$ cat config.mk
export PLATFORM = sky130hd
export DESIGN_NAME = tfst_cell
export DESIGN_NICKNAME = d
export VERILOG_FILES = /design/src/hw/rtl/tfst_pkg.sv /design/src/hw/rtl/tfst_cell.sv
export SDC_FILE = /design/constraint.sdc
export NUM_CORES = 1
export LEC_CHECK = 0
export ABC_AREA = 1
export BUFFER_PORTS_ARGS = -buffer_cell sky130_fd_sc_hd__buf_4
export CORE_AREA = 2 2 394 396
export CTS_CLUSTER_DIAMETER = 150
export DETAILED_ROUTE_END_ITERATION = 8
export DIE_AREA = 0 0 396 398
export GPL_TIMING_DRIVEN = 1
export PLACE_DENSITY = 0.32
export SLEW_MARGIN = 25
export SYNTH_ARGS = -nofsm -noshare
export SYNTH_HDL_FRONTEND = slang
export SYNTH_SLANG_ARGS = --single-unit
$ cat constraint.sdc
create_clock -name clk -period 13.55 [get_ports clk]
set_input_delay 0.6775 -clock clk [delete_from_list [all_inputs] [get_ports clk]]
set_output_delay 0.6775 -clock clk [all_outputs]
set_load 0.01 [all_outputs]
$ cat src/hw/rtl/tfst_pkg.sv
`timescale 1ns / 1ps
// ----------------------------------------------------------------------------
// tfst_pkg
// types and constants shared by the flow tracker modules
// ----------------------------------------------------------------------------
package tfst_pkg;

  localparam int FLOW_ENTRIES = 64;
  localparam int IDX_W = $clog2(FLOW_ENTRIES);
  localparam int CNT_W = $clog2(FLOW_ENTRIES + 1);

  typedef enum logic [2:0] {
    ST_NEW    = 3'd0,
    ST_SYN    = 3'd1,
    ST_SYNACK = 3'd2,
    ST_DATA   = 3'd3,
    ST_FIN    = 3'd4,
    ST_RESET  = 3'd5,
    ST_LATE   = 3'd6
  } tcp_st_t;

  localparam logic [1:0] DIR_UNKNOWN  = 2'd0;
  localparam logic [1:0] DIR_LOW_SRV  = 2'd1;
  localparam logic [1:0] DIR_HIGH_SRV = 2'd2;

  typedef struct packed {
    logic [31:0] src_addr;
    logic [31:0] dst_addr;
    logic [15:0] src_port;
    logic [15:0] dst_port;
    logic [31:0] seq_num;
    logic [31:0] ack_num;
    logic        syn_flag;
    logic        ack_flag;
    logic        fin_flag;
    logic        rst_flag;
    logic [31:0] timestamp;
  } pkt_in_t;

  typedef struct packed {
    logic [31:0] session_id;
    logic        new_session;
    logic [2:0]  client_state;
    logic [2:0]  server_state;
    logic [1:0]  server_side;
    logic        error_flag;
    logic [31:0] packet_count;
    logic [6:0]  evicted_count;
    logic        table_full;
  } pkt_out_t;

  // one flow record as held in a cell
  typedef struct packed {
    logic [31:0] lo;
    logic [31:0] hi;
    logic [31:0] ports;
    logic [2:0]  cli;
    logic [2:0]  srv;
    logic [1:0]  dir;
    logic        err;
    logic [31:0] cli_seq;
    logic [31:0] srv_seq;
    logic [31:0] srv_ack;
    logic [31:0] last;
    logic [31:0] num;
    logic [31:0] pkts;
  } flow_t;

  typedef enum logic [2:0] {
    S_IDLE,
    S_SEARCH,
    S_UPDATE,
    S_EVICT,
    S_OUT
  } fsm_t;

  // command from the sequencer to every cell
  typedef struct packed {
    logic       clear;    // never set by the sequencer; the cells ignore it
    logic       match;    // search only; cells always compare key, flag hit
    logic       remove;   // pull hit cell out, shift younger ones down
    logic       append;   // write record at the tail
    logic       evict;    // drop head, shift all down
    logic [CNT_W-1:0] len;
  } cell_cmd_t;

  // transition of one flow record by one packet
  function automatic flow_t flow_step(flow_t f, pkt_in_t p, logic [31:0] lo);
    logic src_low, from_srv, both_fin, syn, ackf, fin, rst;
    flow_t n;
    n = f;
    syn = p.syn_flag; ackf = p.ack_flag; fin = p.fin_flag; rst = p.rst_flag;
    src_low = (p.src_addr == lo);
    n.last = p.timestamp;
    if (f.cli == ST_NEW && f.srv == ST_NEW) begin
      if (syn && !(ackf || fin || rst)) begin
        n.dir = src_low ? DIR_HIGH_SRV : DIR_LOW_SRV;
        n.cli = ST_SYN; n.cli_seq = p.seq_num;
      end else if (syn && ackf && !(fin || rst)) begin
        n.dir = src_low ? DIR_LOW_SRV : DIR_HIGH_SRV;
        n.srv = ST_SYNACK; n.srv_seq = p.seq_num; n.srv_ack = p.ack_num;
      end else if (rst) begin
        n.dir = src_low ? DIR_LOW_SRV : DIR_HIGH_SRV;
        n.srv = ST_RESET; n.srv_seq = p.seq_num; n.srv_ack = p.ack_num;
      end else if (fin) begin
        n.dir = src_low ? DIR_HIGH_SRV : DIR_LOW_SRV;
        n.cli = ST_DATA; n.cli_seq = p.seq_num;
      end else begin
        n.dir = src_low ? DIR_HIGH_SRV : DIR_LOW_SRV;
        n.cli = ST_DATA; n.srv = ST_DATA; n.cli_seq = p.seq_num;
      end
    end else begin
      from_srv = (f.dir == DIR_LOW_SRV && p.src_addr == lo) ||
                 (f.dir == DIR_HIGH_SRV && p.src_addr == f.hi);
      both_fin = (f.cli == ST_FIN && f.srv == ST_FIN);
      if (from_srv) begin
        if (both_fin && !(fin || syn || rst)) begin
          n.cli = ST_LATE; n.srv = ST_LATE;
        end else if (syn && ackf && !(rst || fin)) begin
          if (f.srv == ST_NEW && f.cli == ST_SYN) begin
            n.srv = ST_SYNACK; n.srv_seq = p.seq_num; n.srv_ack = p.ack_num;
            if (p.ack_num != f.cli_seq + 32'd1) n.err = 1'b1;
          end else if (f.srv == ST_SYNACK) begin
            if (f.srv_seq != p.seq_num || f.srv_ack != p.ack_num) n.err = 1'b1;
          end
        end else if (rst) begin
          n.srv = ST_RESET; n.srv_seq = p.seq_num; n.srv_ack = p.ack_num;
        end else if (fin) begin
          n.srv = ST_FIN; n.srv_seq = p.seq_num; n.srv_ack = p.ack_num;
        end else if (f.srv == ST_SYNACK && f.cli == ST_DATA) begin
          n.srv = ST_DATA; n.srv_seq = p.seq_num; n.srv_ack = p.ack_num;
        end else if (f.srv == ST_DATA) begin
          n.srv_seq = p.seq_num; n.srv_ack = p.ack_num;
        end else begin
          n.err = 1'b1;
        end
      end else begin
        if (both_fin && !(fin || syn || rst)) begin
          n.cli = ST_LATE; n.srv = ST_LATE;
        end else if (!(fin || rst)) begin
          if (f.cli == ST_SYN && f.srv == ST_SYNACK) begin
            n.cli = ST_DATA; n.cli_seq = p.seq_num;
          end else if (f.cli == ST_DATA) begin
            n.cli_seq = p.seq_num;
          end
        end else if (rst) begin
          n.cli = ST_RESET;
        end else begin
          n.cli = ST_FIN;
        end
      end
    end
    if (f.pkts != 32'hFFFF_FFFF) n.pkts = f.pkts + 32'd1;
    return n;
  endfunction

endpackage

$ cat src/hw/rtl/tfst_cell.sv
`timescale 1ns / 1ps
// ----------------------------------------------------------------------------
// tfst_cell
// one slot of the age-ordered flow chain; position 0 is the oldest flow
// ----------------------------------------------------------------------------
module tfst_cell import tfst_pkg::*; (
  input  logic             clk,
  input  logic [IDX_W-1:0] pos,
  input  cell_cmd_t        cmd,
  input  logic [95:0]      key,
  input  flow_t            app_rec,
  input  flow_t            up_rec,   // record of the next younger cell
  input  logic             up_hit_before, // hit at or below this cell
  output flow_t            rec,
  output logic             hit
);

  flow_t rec_r, rec_nxt;
  logic  occ;

  assign occ = ({1'b0, pos} < cmd.len);
  assign rec = rec_r;
  assign hit = occ && ({rec_r.lo, rec_r.hi, rec_r.ports} == key);

  always_comb begin
    rec_nxt = rec_r;
    if (cmd.remove && up_hit_before) rec_nxt = up_rec;
    if (cmd.evict) rec_nxt = up_rec;
    if (cmd.append && {1'b0, pos} == cmd.len) rec_nxt = app_rec;
  end

  always_ff @(posedge clk) begin
    rec_r <= rec_nxt;
  end

endmodule

After elaboration in Yosys (flattened, before gate mapping)
Cells that the tools add are included.
Cells by class
  $add $sub $neg: 0
  $mul: 0
  divide/modulo/power cells: 0
  order comparisons: 1
  eq/ne operators: 2
  shifts and indexed selects: 0
  mux-type cells: 3
  bitwise gates (word level): 0
  reduce and logical (&&, ||, !) cells: 4
Operators with widths (number)
  two-way mux 297 bit: 3
  equality test 96 bit: 1
  equality test 6 x 7 -> 1 bit: 1
  less-than comparator 6 x 7 -> 1 bit: 1
  logical AND 1 bit: 3
  nonzero test 3 bit: 1
Word-level totals
  register bits after elaboration: 297
  bits in latches: 0
  memory bits (writable): 0
  bits in read-only memories: 0
  input port bits: 710
  output and inout port bits: 298
  word-level logic and storage cells: 23
  memories kept: 0

Depth between registers and ports, before layout
Gate-level depths: netlist of the first run.
  depth in word-level cells: 4
  gate-level depth with buffers: 11
  mapped depth without buffers: 11

Worst setup path after synthesis of the first run
Ideal clock, no wire load.
  kind: input port to flip-flop
  start: in cmd[5] (netlist bit)
  end: reg rec_r, in the netlist rec[0], enable pin
  setup time: 0.673 ns
  data arrival time: 8.079 ns
  data required time: 12.877 ns
  slack: 4.799 ns
  stages on the path: 9
  path buffers: 3
  cell sequence: inv_1 -> ha_1 -> nand3_2 -> nor2_2 -> nand4_1 -> buf_2 -> buf_6 -> buf_6 -> nand2_1
On the way
  cells in the longest elaborated chain, start to end: 3
RTL lines
  start: declaration: line tfst_cell.sv:9  | input cell_cmd_t cmd,
  equality test 6 x 7 -> 1 bit: line tfst_cell.sv:29  | if (cmd.append && {1'b0, pos} == cmd.len) rec_nxt = app_rec;
  logical AND 1 bit: line tfst_cell.sv:29
  nonzero test 3 bit (no source line)
  end signal: assignment: line tfst_cell.sv:33  | rec_r <= rec_nxt;
  end: declaration: line tfst_cell.sv:18  | flow_t rec_r, rec_nxt;
Every way passes these cells.
A chain may end at the register's enable or synchronous reset.

==> impl_metrics.ini, run 1 <==
[synth]
synth_compound_area_share_pct = 0.832
muxShareOfSynthArea_pct = 27.2
yosys_warnings = 0
synthTopCellsByArea = edfxtp_1, mux2_4, mux2_2
syn_area_um2 = 15300
yosys.area.top_type = edfxtp_1
syn_inst = 1076
synth_xor_area_share_pct = 1.54
ys_ff_latch = 297
synth_adder_area_share_pct = 0.489
seq_area_frac_synth_pct = 58.1
synth_simple_gate_area_share_pct = 6.60
synth_top_family_by_area = multiplexers
synth_top_area_share_pct = 58.1
synth_nets = 1792
synth.avg_cell_area_um2 = 14.3
yosysUniqueCellTypes = 19

[final_layout]
utilization_pct = 17.4
multi_input_area_um2 = 5630
regArea_um2 = 8920
area_growth_pct = 73.7
fill_cells = 17000
fin_cells = 4198
nets = 2821
fin_area_um2 = 26600
largest_reg_flops = 297
layout-drive-gt1-share_pct = 64.5

[routing]
met1Wirelength_um = 37200
highest_layer = met5
vias = 12500
wl_met3_um = 12100
drtAntennaViolNets = 0
firstDrtPassIters = 4
routedWlPerCell_um = 24.2
dr.first_iter.drc_count = 466
wl_um = 102000
dr_wl_met2_um = 49900
drc = 0
viasPerCell = 2.98

[clocking]
path_clk_slew_ns = 0.06
cts_tree = done
hold_buffers = 0
cts_root_buf = clkbuf_16
cts_buffers = 43
cts_setup_buffers = 0
h-tree-depth = 2
max-clock-path-buffers = 3
clkSinkCount = 297
cts_resized = 0

[power_and_ir_drop]
swShare_pct = 27.0
pwr-share-clk_pct = 39.9
seqPwrFrac_pct = 40.7
pwr-share-comb_pct = 19.4
p_switching_uw = 780
finalPower_uw = 2880
cellPowerDensity_nw_per_um2 = 108
ir_drop_v = 0.0000772
leakagePower_uw = 0.0124
internal-power_uw = 2100

[global_route]
grt_pass1_vias = 12900
antenna_found_initial = 89
grt-ovfl-total = 0
grt_pass1_wl_um = 126000
grt_start_max_net_pins = 115
track_usage_pct = 12.2

[placed_design]
hpwl_um = 87900
placed_cells = 4103
place_area_um2 = 25200
io_buffers = 1005
gp_routability_congestion = 0.815

[sta]
post-route-period-util_pct = 33.5
slew-limit-headroom_pct = 39.7
setup-tns-final_ns = 0
slew_viol_final = 0
setup-violations-final = 0
finalHoldViolations = 0
rsz0062_at_grt = false
tightest_slew_ns = 0.905
max_freq_mhz = 220
post-route-min-period_ns = 4.54

[floorplanning]
fp-row-count = 144
die_h_um = 398
die_w_um = 396
io_pins = 1008
core_um2 = 153000
dieArea_um2 = 158000
initial_core_util_pct = 10.0

[worst_setup_path]
crit_path_start_kind = input pin
required_ns = 13.91
worstSetupPathType = input pin to register
endpoint_kind = register
worstPathMaxFanout = 59
crit_arrival_ns = 4.90

[hold_path]
hp-class = input pin to register

[run_status]
outcome = complete, no violations

[run]
timing.max_cap.violations = 0
-- Yosys cell counts --
library cell	number
nand2_1	201
buf_6	25
nand3_2	1
buf_2	8
inv_2	1
mux2_4	219
inv_1	127
nor2_1	51
o21ai_0	21
nand3_1	5
o22ai_1	2
nand4_1	2
xnor2_1	27
ha_1	6
nor2_2	1
a21oi_1	2
edfxtp_1	297
mux2_2	78
or2_2	2
-- cells in the final DEF (no fill, tap or decap) --
cell type      n
clkbuf_1      12
buf_12         1
clkbuf_16     43
nor2_2         1
a21oi_1        2
nand3_1        5
edfxtp_1     297
clkinvlp_4     2
o22ai_1        2
inv_2          1
inv_16         2
inv_6          1
or2_2          2
clkinv_2       5
o21ai_0       21
ha_1           6
clkinv_1       6
buf_4       1015
mux2_4       219
nand2_4        1
xnor2_1       27
mux2_2        78
nand3_2        1
inv_1        127
nor2_1        51
diode_2       19
bufinv_16      4
buf_16         1
nand4_1        2
nand2_1      200
-- power by group through the flow --
stage / registers (uW) / clock network [uW] / logic, uW
global route: 1180 / 1240 / 604
global placement: 1190 / 0 / 575
CTS: 1180 / 1220 / 576
finish: 1170 / 1150 / 559
floorplan: 1240 / 0 / 133
detailed placement: 1190 / 0 / 575
-- metrics by stage --
step,hold slack [ns],worst slack [ns]
finish,0.360,9.01
global placement,0.978,8.27
floorplan,0.895,4.80
detailed placement,0.981,8.31
global route,0.309,8.80
CTS,0.281,9.01
-- final timing paths --
kind         start  slack (ns)            endpoint  cells after the start
max         pos[5]        9.01   rec[55]$_DFFE_PP_                     10
min   app_rec[107]        0.36  rec[107]$_DFFE_PP_                      2
-- layout make-up --
type	instances	share of cell area, %
Tap cell	2044	9.60
Multi-Input combinational cell	618	21.1
Sequential cell	297	33.5
Clock buffer	55	4.21
Antenna cell	19	0.178
Timing Repair Buffer	1017	28.8
Inverter	128	1.80
Clock inverter	20	0.869
-- critical path, stage by stage --
cell,delay [ns]
buf_4,0.11
ha_1,0.31
nand3_2,0.10
nor2_2,0.06
nand4_1,0.08
buf_4,0.60
buf_4,0.78
buf_4,0.73
buf_4,0.79
mux2_2,0.41
-- routing by layer --
metal / vias to the layer above / global-route usage (%)
li1: 5840 / -
met1: 5762 / 13.0
met3: 181 / 6.66
met2: 662 / 20.9
met5: - / 0
met4: 52 / 3.02
-- cell families after synthesis --
group | Yosys count
AO/OA/AOI/OAI | 25
AND/OR/NAND/NOR | 263
buffers and inverters | 161
adder cells (fa/ha/maj) | 6
multiplexers | 297
flip-flops | 297
XOR/XNOR | 27
(Power assumes the default switching activity.)
==> inputs of run 2 (changes only) <==
Clock period 13.55 ns to 4.3 ns, I/O delays scaled along.
==> run 2 against run 1 <==
Effect of this change: wire length rose by 7.9%; die area is the same; highest routed layer unchanged; total power rose to 3.4 times the previous value; largest power group is now the clock network; cell count increased by 14%.
==> impl_metrics.ini, run 2 (synthesis results as in run 1) <==
[final_layout]
largest_reg_flops = 297
fill_cells = 16900
area_growth_pct = 114
layout-drive-gt1-share_pct = 50.8
nets = 3428
regArea_um2 = 8920
fin_cells = 4798
layout_commonest_cell = buf_4
final_cell_mix = buf_4, dlygate4sd3_1, edfxtp_1
multi_input_area_um2 = 5630

[routing]
wl_um = 110000
dr.first_iter.drc_count = 591
drc = 0
viasPerCell = 3.16
routedWlPerCell_um = 22.9
vias = 15100
firstDrtPassIters = 4
drtAntennaViolNets = 0

[clocking]
h-tree-depth = 2
cts_root_buf = clkbuf_16
cts_setup_buffers = 0
max-clock-path-buffers = 3
cts_resized = 0
cts_tree = done
clkSinkCount = 297
path_clk_slew_ns = 0.06
cts_buffers = 45

[sta]
max_freq_mhz = 323
finalHoldViolations = 0
hold_slack_ns = 0.421
fin_ws_ns = 1.20
post-route-min-period_ns = 3.10
setup-violations-final = 0
tightest_slew_ns = 0.970
slew_viol_final = 0
post-route-period-util_pct = 72.0
rsz0062_at_grt = false
slew-limit-headroom_pct = 34.7
setup-tns-final_ns = 0

[power_and_ir_drop]
cellPowerDensity_nw_per_um2 = 298
pwr-share-comb_pct = 23.1
leakagePower_uw = 0.0150
pwr-share-clk_pct = 39.0
ir_drop_v = 0.000262
seqPwrFrac_pct = 37.9
p_switching_uw = 2670
internal-power_uw = 7110
swShare_pct = 27.3

[placed_design]
hpwl_um = 92500
placed_cells = 4115
place_ws_ns = 1.11
io_buffers = 1005
gp_routability_congestion = 0.852

[floorplanning]
core_um2 = 153000
dieArea_um2 = 158000
fp-row-count = 144
io_pins = 1008
die_w_um = 396
initial_core_util_pct = 10.0
die_h_um = 398

[global_route]
grt_pass1_wl_um = 140000
grt-ovfl-total = 0
grt_pass1_vias = 15800
track_usage_pct = 13.3
grt_start_max_net_pins = 101
antenna_found_initial = 88

[worst_setup_path]
crit_arrival_ns = 3.46
worstSetupPathType = input pin to register
endpoint_kind = register
required_ns = 4.66
worstPathMaxFanout = 100
crit_path_start_kind = input pin

[run]
timing.max_cap.violations = 0

[run_status]
outcome = complete, no violations

[hold_path]
hp-class = input pin to register
==> run 2: worst paths after layout <==
kind       start                end  slack [ns]  cells after the start
max       pos[5]  rec[27]$_DFFE_PP_        1.20                      9
min   up_rec[79]  rec[79]$_DFFE_PP_        0.42                      3
==> run 2: critical path, cell delays in order <==
cell and delay (ns):
buf_4 0.11, ha_1 0.32, nand3_2 0.10, nor2_2 0.07, nand4_1 0.27, buf_12 0.56, buf_12 0.60, mux2_2 0.41
dlygate4sd3_1 0.56
==> run 2: layer usage <==
metal  part of all wire (%)  GRT usage [%]  vias to the layer above
met3                    9.8           5.91                      215
met4                    2.3           2.72                       56
met2                     50           23.8                      690
li1                       -              -                     7048
met1                     38           14.4                     7135
met5                   0.32              0                        -
==> run 2: what timing repair did <==
item,4_1_cts,5_1_grt
hold buffers,594,0
endpoints found under the hold margin,297,0
setup endpoints to repair,0,0
==> run 2: power groups by stage <==
stage | sequential [uW] | clock (uW) | combinational, uW
2_1_floorplan | 3870 | 0 | 421
5_1_grt | 3740 | 4080 | 2440
3_5_place_dp | 3770 | 0 | 1860
4_1_cts | 3720 | 4020 | 2320
3_3_place_gp | 3770 | 0 | 1860
6_report | 3710 | 3810 | 2260
==> run 2: through the flow <==
stage | power (uW) | util [%] | instance area [um2]
2_1_floorplan | 4290 | - | 15300
3_3_place_gp | 5630 | 16.6 | 25400
3_5_place_dp | 5630 | 16.6 | 25400
4_1_cts | 10000 | 21.4 | 32800
5_1_grt | 10300 | 21.4 | 32800
6_report | 9780 | 21.4 | 32800
==> run 2: cell type report <==
type | count | area share (%)
Antenna cell | 7 | 0.0534
Tap cell | 2044 | 7.80
Clock inverter | 31 | 0.839
Inverter | 128 | 1.46
Multi-Input combinational cell | 618 | 17.2
Clock buffer | 51 | 3.57
Timing Repair Buffer | 1622 | 41.9
Sequential cell | 297 | 27.2
