===== src/hw/rtl/tfst_pkg.sv =====
`timescale 1ns / 1ps
// ----------------------------------------------------------------------------
// tfst_pkg
// types and constants shared by the flow tracker modules
// ----------------------------------------------------------------------------
package tfst_pkg;

  localparam int FLOW_ENTRIES = 64;
  localparam int IDX_W = $clog2(FLOW_ENTRIES);
  localparam int CNT_W = $clog2(FLOW_ENTRIES + 1);

  typedef enum logic [2:0] {
    ST_NEW    = 3'd0,
    ST_SYN    = 3'd1,
    ST_SYNACK = 3'd2,
    ST_DATA   = 3'd3,
    ST_FIN    = 3'd4,
    ST_RESET  = 3'd5,
    ST_LATE   = 3'd6
  } tcp_st_t;

  localparam logic [1:0] DIR_UNKNOWN  = 2'd0;
  localparam logic [1:0] DIR_LOW_SRV  = 2'd1;
  localparam logic [1:0] DIR_HIGH_SRV = 2'd2;

  typedef struct packed {
    logic [31:0] src_addr;
    logic [31:0] dst_addr;
    logic [15:0] src_port;
    logic [15:0] dst_port;
    logic [31:0] seq_num;
    logic [31:0] ack_num;
    logic        syn_flag;
    logic        ack_flag;
    logic        fin_flag;
    logic        rst_flag;
    logic [31:0] timestamp;
  } pkt_in_t;

  typedef struct packed {
    logic [31:0] session_id;
    logic        new_session;
    logic [2:0]  client_state;
    logic [2:0]  server_state;
    logic [1:0]  server_side;
    logic        error_flag;
    logic [31:0] packet_count;
    logic [6:0]  evicted_count;
    logic        table_full;
  } pkt_out_t;

  // one flow record as held in a cell
  typedef struct packed {
    logic [31:0] lo;
    logic [31:0] hi;
    logic [31:0] ports;
    logic [2:0]  cli;
    logic [2:0]  srv;
    logic [1:0]  dir;
    logic        err;
    logic [31:0] cli_seq;
    logic [31:0] srv_seq;
    logic [31:0] srv_ack;
    logic [31:0] last;
    logic [31:0] num;
    logic [31:0] pkts;
  } flow_t;

  typedef enum logic [2:0] {
    S_IDLE,
    S_SEARCH,
    S_UPDATE,
    S_EVICT,
    S_OUT
  } fsm_t;

  // command from the sequencer to every cell
  typedef struct packed {
    logic       clear;    // never set by the sequencer; the cells ignore it
    logic       match;    // search only; cells always compare key, flag hit
    logic       remove;   // pull hit cell out, shift younger ones down
    logic       append;   // write record at the tail
    logic       evict;    // drop head, shift all down
    logic [CNT_W-1:0] len;
  } cell_cmd_t;

  // transition of one flow record by one packet
  function automatic flow_t flow_step(flow_t f, pkt_in_t p, logic [31:0] lo);
    logic src_low, from_srv, both_fin, syn, ackf, fin, rst;
    flow_t n;
    n = f;
    syn = p.syn_flag; ackf = p.ack_flag; fin = p.fin_flag; rst = p.rst_flag;
    src_low = (p.src_addr == lo);
    n.last = p.timestamp;
    if (f.cli == ST_NEW && f.srv == ST_NEW) begin
      if (syn && !(ackf || fin || rst)) begin
        n.dir = src_low ? DIR_HIGH_SRV : DIR_LOW_SRV;
        n.cli = ST_SYN; n.cli_seq = p.seq_num;
      end else if (syn && ackf && !(fin || rst)) begin
        n.dir = src_low ? DIR_LOW_SRV : DIR_HIGH_SRV;
        n.srv = ST_SYNACK; n.srv_seq = p.seq_num; n.srv_ack = p.ack_num;
      end else if (rst) begin
        n.dir = src_low ? DIR_LOW_SRV : DIR_HIGH_SRV;
        n.srv = ST_RESET; n.srv_seq = p.seq_num; n.srv_ack = p.ack_num;
      end else if (fin) begin
        n.dir = src_low ? DIR_HIGH_SRV : DIR_LOW_SRV;
        n.cli = ST_DATA; n.cli_seq = p.seq_num;
      end else begin
        n.dir = src_low ? DIR_HIGH_SRV : DIR_LOW_SRV;
        n.cli = ST_DATA; n.srv = ST_DATA; n.cli_seq = p.seq_num;
      end
    end else begin
      from_srv = (f.dir == DIR_LOW_SRV && p.src_addr == lo) ||
                 (f.dir == DIR_HIGH_SRV && p.src_addr == f.hi);
      both_fin = (f.cli == ST_FIN && f.srv == ST_FIN);
      if (from_srv) begin
        if (both_fin && !(fin || syn || rst)) begin
          n.cli = ST_LATE; n.srv = ST_LATE;
        end else if (syn && ackf && !(rst || fin)) begin
          if (f.srv == ST_NEW && f.cli == ST_SYN) begin
            n.srv = ST_SYNACK; n.srv_seq = p.seq_num; n.srv_ack = p.ack_num;
            if (p.ack_num != f.cli_seq + 32'd1) n.err = 1'b1;
          end else if (f.srv == ST_SYNACK) begin
            if (f.srv_seq != p.seq_num || f.srv_ack != p.ack_num) n.err = 1'b1;
          end
        end else if (rst) begin
          n.srv = ST_RESET; n.srv_seq = p.seq_num; n.srv_ack = p.ack_num;
        end else if (fin) begin
          n.srv = ST_FIN; n.srv_seq = p.seq_num; n.srv_ack = p.ack_num;
        end else if (f.srv == ST_SYNACK && f.cli == ST_DATA) begin
          n.srv = ST_DATA; n.srv_seq = p.seq_num; n.srv_ack = p.ack_num;
        end else if (f.srv == ST_DATA) begin
          n.srv_seq = p.seq_num; n.srv_ack = p.ack_num;
        end else begin
          n.err = 1'b1;
        end
      end else begin
        if (both_fin && !(fin || syn || rst)) begin
          n.cli = ST_LATE; n.srv = ST_LATE;
        end else if (!(fin || rst)) begin
          if (f.cli == ST_SYN && f.srv == ST_SYNACK) begin
            n.cli = ST_DATA; n.cli_seq = p.seq_num;
          end else if (f.cli == ST_DATA) begin
            n.cli_seq = p.seq_num;
          end
        end else if (rst) begin
          n.cli = ST_RESET;
        end else begin
          n.cli = ST_FIN;
        end
      end
    end
    if (f.pkts != 32'hFFFF_FFFF) n.pkts = f.pkts + 32'd1;
    return n;
  endfunction

endpackage


===== src/hw/rtl/tfst_ctrl.sv =====
`timescale 1ns / 1ps
// ----------------------------------------------------------------------------
// tfst_ctrl
// packet sequencer: search, update, append, eviction sweep and result beat
// ----------------------------------------------------------------------------
module tfst_ctrl import tfst_pkg::*; (
  input  logic        clk,
  input  logic        rst_n,
  input  logic        in_valid,
  output logic        in_ready,
  input  pkt_in_t     in_data,
  output logic        out_valid,
  input  logic        out_ready,
  output pkt_out_t    out_data,
  input  logic [15:0] timeout,
  input  logic        any_hit,
  input  flow_t       hit_rec,
  input  flow_t       head_rec,
  output cell_cmd_t   cmd,
  output logic [95:0] key,
  output flow_t       app_rec
);

  fsm_t             state_r, state_nxt;
  logic [CNT_W-1:0] len_r, len_nxt;
  logic [31:0]      fnum_r, fnum_nxt;
  pkt_in_t          pkt_r;
  pkt_out_t         res_r, res_nxt;
  flow_t            upd_r, upd_nxt;
  logic [6:0]       evc_r, evc_nxt;
  logic [31:0]      lo, hi, ports;
  logic             swap;
  flow_t            base;
  logic [32:0]      expire;

  assign swap  = !(pkt_r.src_addr < pkt_r.dst_addr);
  assign lo    = swap ? pkt_r.dst_addr : pkt_r.src_addr;
  assign hi    = swap ? pkt_r.src_addr : pkt_r.dst_addr;
  assign ports = swap ? {pkt_r.dst_port, pkt_r.src_port} : {pkt_r.src_port, pkt_r.dst_port};
  assign key   = {lo, hi, ports};
  assign app_rec = upd_r;
  assign expire = {1'b0, head_rec.last} + {17'd0, timeout};

  assign in_ready  = (state_r == S_IDLE);
  assign out_valid = (state_r == S_OUT);
  assign out_data  = res_r;

  always_comb begin
    state_nxt = state_r;
    len_nxt   = len_r;
    fnum_nxt  = fnum_r;
    res_nxt   = res_r;
    upd_nxt   = upd_r;
    evc_nxt   = evc_r;
    cmd       = '0;
    cmd.len   = len_r;
    base      = hit_rec;
    case (state_r)
      S_IDLE: begin
        if (in_valid) state_nxt = S_SEARCH;
      end
      S_SEARCH: begin
        cmd.match = 1'b1;
        if (!any_hit) begin
          base = '0;
          base.lo = lo; base.hi = hi; base.ports = ports;
          base.num = fnum_r;
        end
        if (!any_hit && len_r == CNT_W'(FLOW_ENTRIES)) begin
          res_nxt = '0;
          res_nxt.table_full = 1'b1;
          state_nxt = S_OUT;
        end else begin
          upd_nxt = flow_step(base, pkt_r, lo);
          if (!any_hit) fnum_nxt = fnum_r + 32'd1;
          res_nxt.session_id   = upd_nxt.num;
          res_nxt.new_session  = !any_hit;
          res_nxt.client_state = upd_nxt.cli;
          res_nxt.server_state = upd_nxt.srv;
          res_nxt.server_side  = upd_nxt.dir;
          res_nxt.error_flag   = upd_nxt.err;
          res_nxt.packet_count = upd_nxt.pkts;
          res_nxt.table_full   = 1'b0;
          cmd.remove = any_hit;
          if (any_hit) len_nxt = len_r - CNT_W'(1);
          state_nxt = S_UPDATE;
        end
      end
      S_UPDATE: begin
        cmd.append = 1'b1;
        len_nxt = len_r + CNT_W'(1);
        evc_nxt = '0;
        state_nxt = S_EVICT;
      end
      S_EVICT: begin
        // newest flow is the current one, never dropped here
        if (len_r > CNT_W'(1) && expire < {1'b0, pkt_r.timestamp}) begin
          cmd.evict = 1'b1;
          len_nxt = len_r - CNT_W'(1);
          evc_nxt = evc_r + 7'd1;
        end else begin
          res_nxt.evicted_count = evc_r;
          state_nxt = S_OUT;
        end
      end
      S_OUT: begin
        if (out_ready) state_nxt = S_IDLE;
      end
      default: state_nxt = S_IDLE;
    endcase
  end

  always_ff @(posedge clk) begin
    if (!rst_n) begin
      state_r <= S_IDLE;
      len_r   <= '0;
      fnum_r  <= '0;
    end else begin
      state_r <= state_nxt;
      len_r   <= len_nxt;
      fnum_r  <= fnum_nxt;
    end
  end

  always_ff @(posedge clk) begin
    if (in_valid && in_ready) pkt_r <= in_data;
    res_r <= res_nxt;
    upd_r <= upd_nxt;
    evc_r <= evc_nxt;
  end

endmodule


===== config.mk =====
export PLATFORM = sky130hd
export DESIGN_NAME = tfst_ctrl
export DESIGN_NICKNAME = d
export VERILOG_FILES = /design/src/hw/rtl/tfst_pkg.sv /design/src/hw/rtl/tfst_ctrl.sv
export SDC_FILE = /design/constraint.sdc
export NUM_CORES = 1
export LEC_CHECK = 0
export ABC_AREA = 1
export BUFFER_PORTS_ARGS = -buffer_cell sky130_fd_sc_hd__buf_2
export CORE_AREA = 8 8 496 498
export DETAILED_ROUTE_END_ITERATION = 6
export DIE_AREA = 0 0 504 506
export SLEW_MARGIN = 10
export SYNTH_ARGS = -nofsm -noshare
export SYNTH_HDL_FRONTEND = slang
export SYNTH_SLANG_ARGS = --single-unit

===== constraint.sdc =====
create_clock -name clk -period 29.9 [get_ports clk]
set_clock_uncertainty 0.2 [all_clocks]
set_input_delay 2.99 -clock clk [delete_from_list [all_inputs] [get_ports clk]]
set_output_delay 2.99 -clock clk [all_outputs]
set_load 0.05 [all_outputs]

---- Word-level counts from Yosys, hierarchy flattened ----
Cells that the tools add are included.
storage, ports and cells
  bits in registers ....................... 624
  bits of input ports ..................... 811
  output and inout port bits .............. 489
  word-level logic and storage cells ...... 195
operators by class
  $add $sub $neg .......................... 7
  magnitude comparators ................... 3
  eq/ne operators ......................... 26
  muxes and demuxes ....................... 83
  bitwise logic cells ..................... 2
  reduce and logical (&&, ||, !) cells .... 37
operator list
  kind                                                  count
  two-way mux 64 bit                                    11
  two-way mux 297 bit                                   2
  two-way mux 32 bit                                    12
  adder 32 x 1 -> 32 bit (second input constant)        3
  two-way mux 96 bit                                    1
  != test 32 bit                                        3
  equality test 32 bit                                  2
  two-way mux 3 bit                                     20
  two-way mux 7 bit                                     6
  adder 32 x 16 -> 33 bit                               1
  less-than comparator 33 x 32 -> 1 bit                 1
  less-than comparator 32 bit                           1
  != test 32 bit (second input constant)                1
  one-hot mux 7 bit (2 select lines)                    2
  one-hot mux 7 bit (3 select lines)                    1
  two-way mux 1 bit                                     18
  equality test 3 x 2 -> 1 bit (second input constant)  5
  one-hot mux 3 bit (5 select lines)                    1
  adder 7 x 1 -> 7 bit (second input constant)          2
  logical AND 1 bit                                     14
  two-way mux 6 bit                                     2
  != test 2 bit (second input constant)                 6
  two-way mux 2 bit                                     5
  two-way mux 5 bit                                     2
  17 further kinds                                      36

---- Depth between registers and ports, before layout ----
  depth after elaboration ................. 13
  gate-level depth with buffers ........... 33
  mapped depth without buffers ............ 32

---- Least setup slack after synthesis ----
Ideal clock, no wire load.
  path type ............................... register to register
  start point ............................. reg state_r[0]
  end point ............................... reg upd_r, in the netlist app_rec[0] (enable)
  library setup time ...................... 0.964 ns
  arrival time ............................ 17.268 ns
  data required time ...................... 28.736 ns
  slack ................................... 11.468 ns
  cell stages (with the launch flop) ...... 7
  path buffers ............................ 0
  clock period less this slack ............ 18.432 ns
  path through ............................ dfxtp_1 > inv_1 > nor2_1 > inv_1 > nor2_1 > inv_1 > nor2_1
on the way
  longest elaborated chain between the ends .. 2
ends and longest elaborated chain
  item                           line              source
  start, declared                tfst_ctrl.sv:24   fsm_t state_r, state_nxt;
  start signal, assigned         tfst_ctrl.sv:119  state_r <= state_nxt;
  equality test 3 x 1 -> 1 bit   tfst_ctrl.sv:58   case (state_r)
  AND reduction 2 bit (no line)  -
  end signal, assigned           tfst_ctrl.sv:128  upd_r <= upd_nxt;
  end, declared                  tfst_ctrl.sv:29   flow_t upd_r, upd_nxt;
Every way passes these cells.
A chain may end at the register's enable or synchronous reset.

==> flow_metrics.env <==
export IMPL_critPathKind="primary input to output port"
export IMPL_dieArea_mm2=0.255
export IMPL_synth_flop_cell="edfxtp_1"
export IMPL_ys_ff_latch=624
export IMPL_root_buffer="clkbuf_16"
export IMPL_status="finished, final reports clean"
export IMPL_cpMostUsedCell="inv_1"
export IMPL_drtIter0Drc=3216
export IMPL_synth_simple_area_share=0.215
export IMPL_n_fill_cell=26878
export IMPL_numCtsBuffers=83
export IMPL_die_h_um=506
export IMPL_yosysSeqAreaShare=0.525
export IMPL_p_per_area_mw_per_mm2=88.8
export IMPL_dr_pass1_iters=6
export IMPL_cts_max_path_buffers=3
export IMPL_relSlewSlack=0.247
export IMPL_gp_congestion=0.946
export IMPL_cp_max_fo=6
export IMPL_synth_compound_area_frac=0.108
export IMPL_tightest_slew_ns=1.13
export IMPL_port_buffers=1001
export IMPL_hp_class="flip-flop to flip-flop"
export IMPL_synthXorXnorAreaFrac=0.0500
export IMPL_r2r_setup_slack_ns=22.35
export IMPL_cts_tree="yes"
export IMPL_cp_slowest_cell="o21ai_0"
export IMPL_ant_nets=0
export IMPL_grt_pass1_wl_um=301000
export IMPL_cpPeakStageDelay_ns=0.72
export IMPL_cp_required_ns=26.71
export IMPL_htreeDepth=3
export IMPL_io_pin_count=1300
export IMPL_grt_max_degree=184
export IMPL_reg2reg_to="app_rec[178]$_DFFE_PP_"
export IMPL_cp_end_kind="output port"
export IMPL_area_growth_pct=33.5
export IMPL_wl_per_cell_um=28.6
export IMPL_die_x_um=504
export IMPL_synth_area_mm2=0.0349
export IMPL_ys_types=57
export IMPL_cts_resized=0
export IMPL_hold_path_cell_count=0
export IMPL_layout_common_cells="nand2_1 (1210), buf_2 (1000), edfxtp_1 (582)"
export IMPL_wirelength_um=238000
export IMPL_netlist_top_cells_area="edfxtp_1 (50%), nand2_1 (13%), o21ai_0 (5.4%), inv_1 (4.5%), xor2_1 (3.3%)"
export IMPL_grt_usage=0.177
export IMPL_synth_top_area_cell="edfxtp_1"
export IMPL_routed_via_density=4.02
export IMPL_core_mm2=0.239
export IMPL_grt_pass1_vias=30576
export IMPL_cts_hold_buf=0
export IMPL_hold_viol_final=0
export IMPL_num_rows=180
export IMPL_cts_setup_buffers=0
export IMPL_maxCapViolations=0
export IMPL_whs_endpoint="app_rec[88]$_DFFE_PP_"
export IMPL_clk_latency_ns=0.72
export IMPL_final_common_cell="nand2_1"
export IMPL_max_freq_mhz=85.5
export IMPL_cp_start_kind="primary input"
export IMPL_synth_fa_ha_area_frac=0.0311
export IMPL_clock_sinks=624
export IMPL_vias=33573
export IMPL_nNetsFinal=5902
export IMPL_hpwl_um=202000
export IMPL_initial_core_util=0.146
export IMPL_slew_viol_final=0
export IMPL_async_reset_ff_frac=0
export IMPL_gr_total_overflow=0
export IMPL_post_route_cells_drive_above_1_share=0.248
export IMPL_synth_top_family_by_area="simple AND/OR/NAND/NOR gates"
export IMPL_setup_viol=0
export IMPL_holdWs_ns=0.247
export IMPL_synth_top_cell_area_share=0.501
export IMPL_power_leakage_nw=20.0
export IMPL_min_from="pkt_r[24]$_DFFE_PP_"
export IMPL_reg2reg_from="pkt_r[146]$_DFFE_PP_"
export IMPL_setup_tns_ns=0
export IMPL_synth_edff_count=582
export IMPL_synth_fp_nets=4942
export IMPL_finalCritPeriodShare=0.391
export IMPL_vdd_drop_max_uv=75.8
export IMPL_synth_mux_area_frac=0
export IMPL_avgSynthCellArea_um2=8.62
export IMPL_rsz0062_at_grt="false"
export IMPL_antenna_found_initial=187
export IMPL_ys_warnings_count=0
export IMPL_period_minus_slack_ns=11.69
export IMPL_clk_pin_slew_worst_paths_ns=0.06
export IMPL_arrival_ns=8.50
export IMPL_reg2reg_depth=24
export IMPL_synth_cells=4045
export IMPL_drc=0
==> registers in the layout, indices dropped and copies added, names as in the netlist <==
name / flops
app_rec: 297
evc_r: 7
fnum_r: 32
len_r: 7
out_data: 82
pkt_r: 196
state_r: 3
==> worst max-delay path by stage <==
| stage | start | cells past startpoint | end |
|---|---|---|---|
| CTS | timeout[0] | 31 | cmd[7] |
| finish | timeout[0] | 31 | cmd[7] |
| detailed placement | timeout[0] | 31 | cmd[7] |
| global route | timeout[0] | 31 | cmd[7] |
| floorplan | state_r[0]$_SDFFE_PN0P_ | 6 | app_rec[0]$_DFFE_PP_ |
| global placement | timeout[0] | 31 | cmd[7] |
==> cell families (layout without fill, tap and decap cells) <==
logic type / Yosys count / after routing
buffers and inverters: 592 / 1622
other: 1 / 90
flip-flops: 624 / 624
AO/OA/AOI/OAI: 729 / 729
adder cells (fa/ha/maj): 86 / 86
XOR/XNOR: 196 / 196
AND/OR/NAND/NOR: 1817 / 1817
==> layer usage <==
metal / GRT usage / share of wire
met2: 0.276 / 0.43
met1: 0.190 / 0.36
met3: 0.108 / 0.15
met5: 0 / 0.0023
met4: 0.0873 / 0.059
==> worst max-delay path: cells and delay by family <==
kind / cells / cell delay [ns]
AO/OA/AOI/OAI: 9 / 2.03
AND/OR/NAND/NOR: 10 / 1.58
buffers and inverters: 9 / 1.07
adder cells (fa/ha/maj): 3 / 0.82
==> report_power, final <==
part | internal, mW | switching [mW] | total, mW
sequential | 1.19 | 0.101 | 1.30
combinational | 0.305 | 1.45 | 1.75
clock | 0.627 | 0.454 | 1.08
==> layout make-up <==
cell class                 count  area (um2)  share of cell area
clock inverter                47         604              0.0130
clock buffer                 108        2260              0.0486
tap                         3185        3990              0.0856
multi-input combinational   2829       14200               0.305
inverter                     426        1610              0.0346
antenna                       89         223             0.00478
timing repair buffer        1041        5350               0.115
sequential                   624       18300               0.394
==> metrics by stage <==
step / power [mW] / util / instances / area [um2] / setup WS [ns]
floorplan: 2.43 / - / 4045 / 34900 / 11.47
global placement: 3.08 / 0.182 / 8105 / 43500 / 18.24
detailed placement: 3.08 / 0.182 / 8105 / 43500 / 18.25
CTS: 4.19 / 0.194 / 8260 / 46300 / 18.23
global route: 4.31 / 0.195 / 8313 / 46500 / 17.71
finish: 4.13 / 0.195 / 8349 / 46500 / 18.21
==> synthesized netlist by cell type, types with 42 or more instances <==
cell type and number:
nor2_1 245, o21ai_0 378, ha_1 85, inv_1 419, nand3_1 163, nor3_1 61, a21oi_1 222, dfxtp_1 42
edfxtp_1 582, o21ai_1 79, or2_2 45, nand2_1 1211, clkbuf_1 85, xnor2_1 61, xor2_1 133
Note: power is estimated with default switching activity, not from simulation.
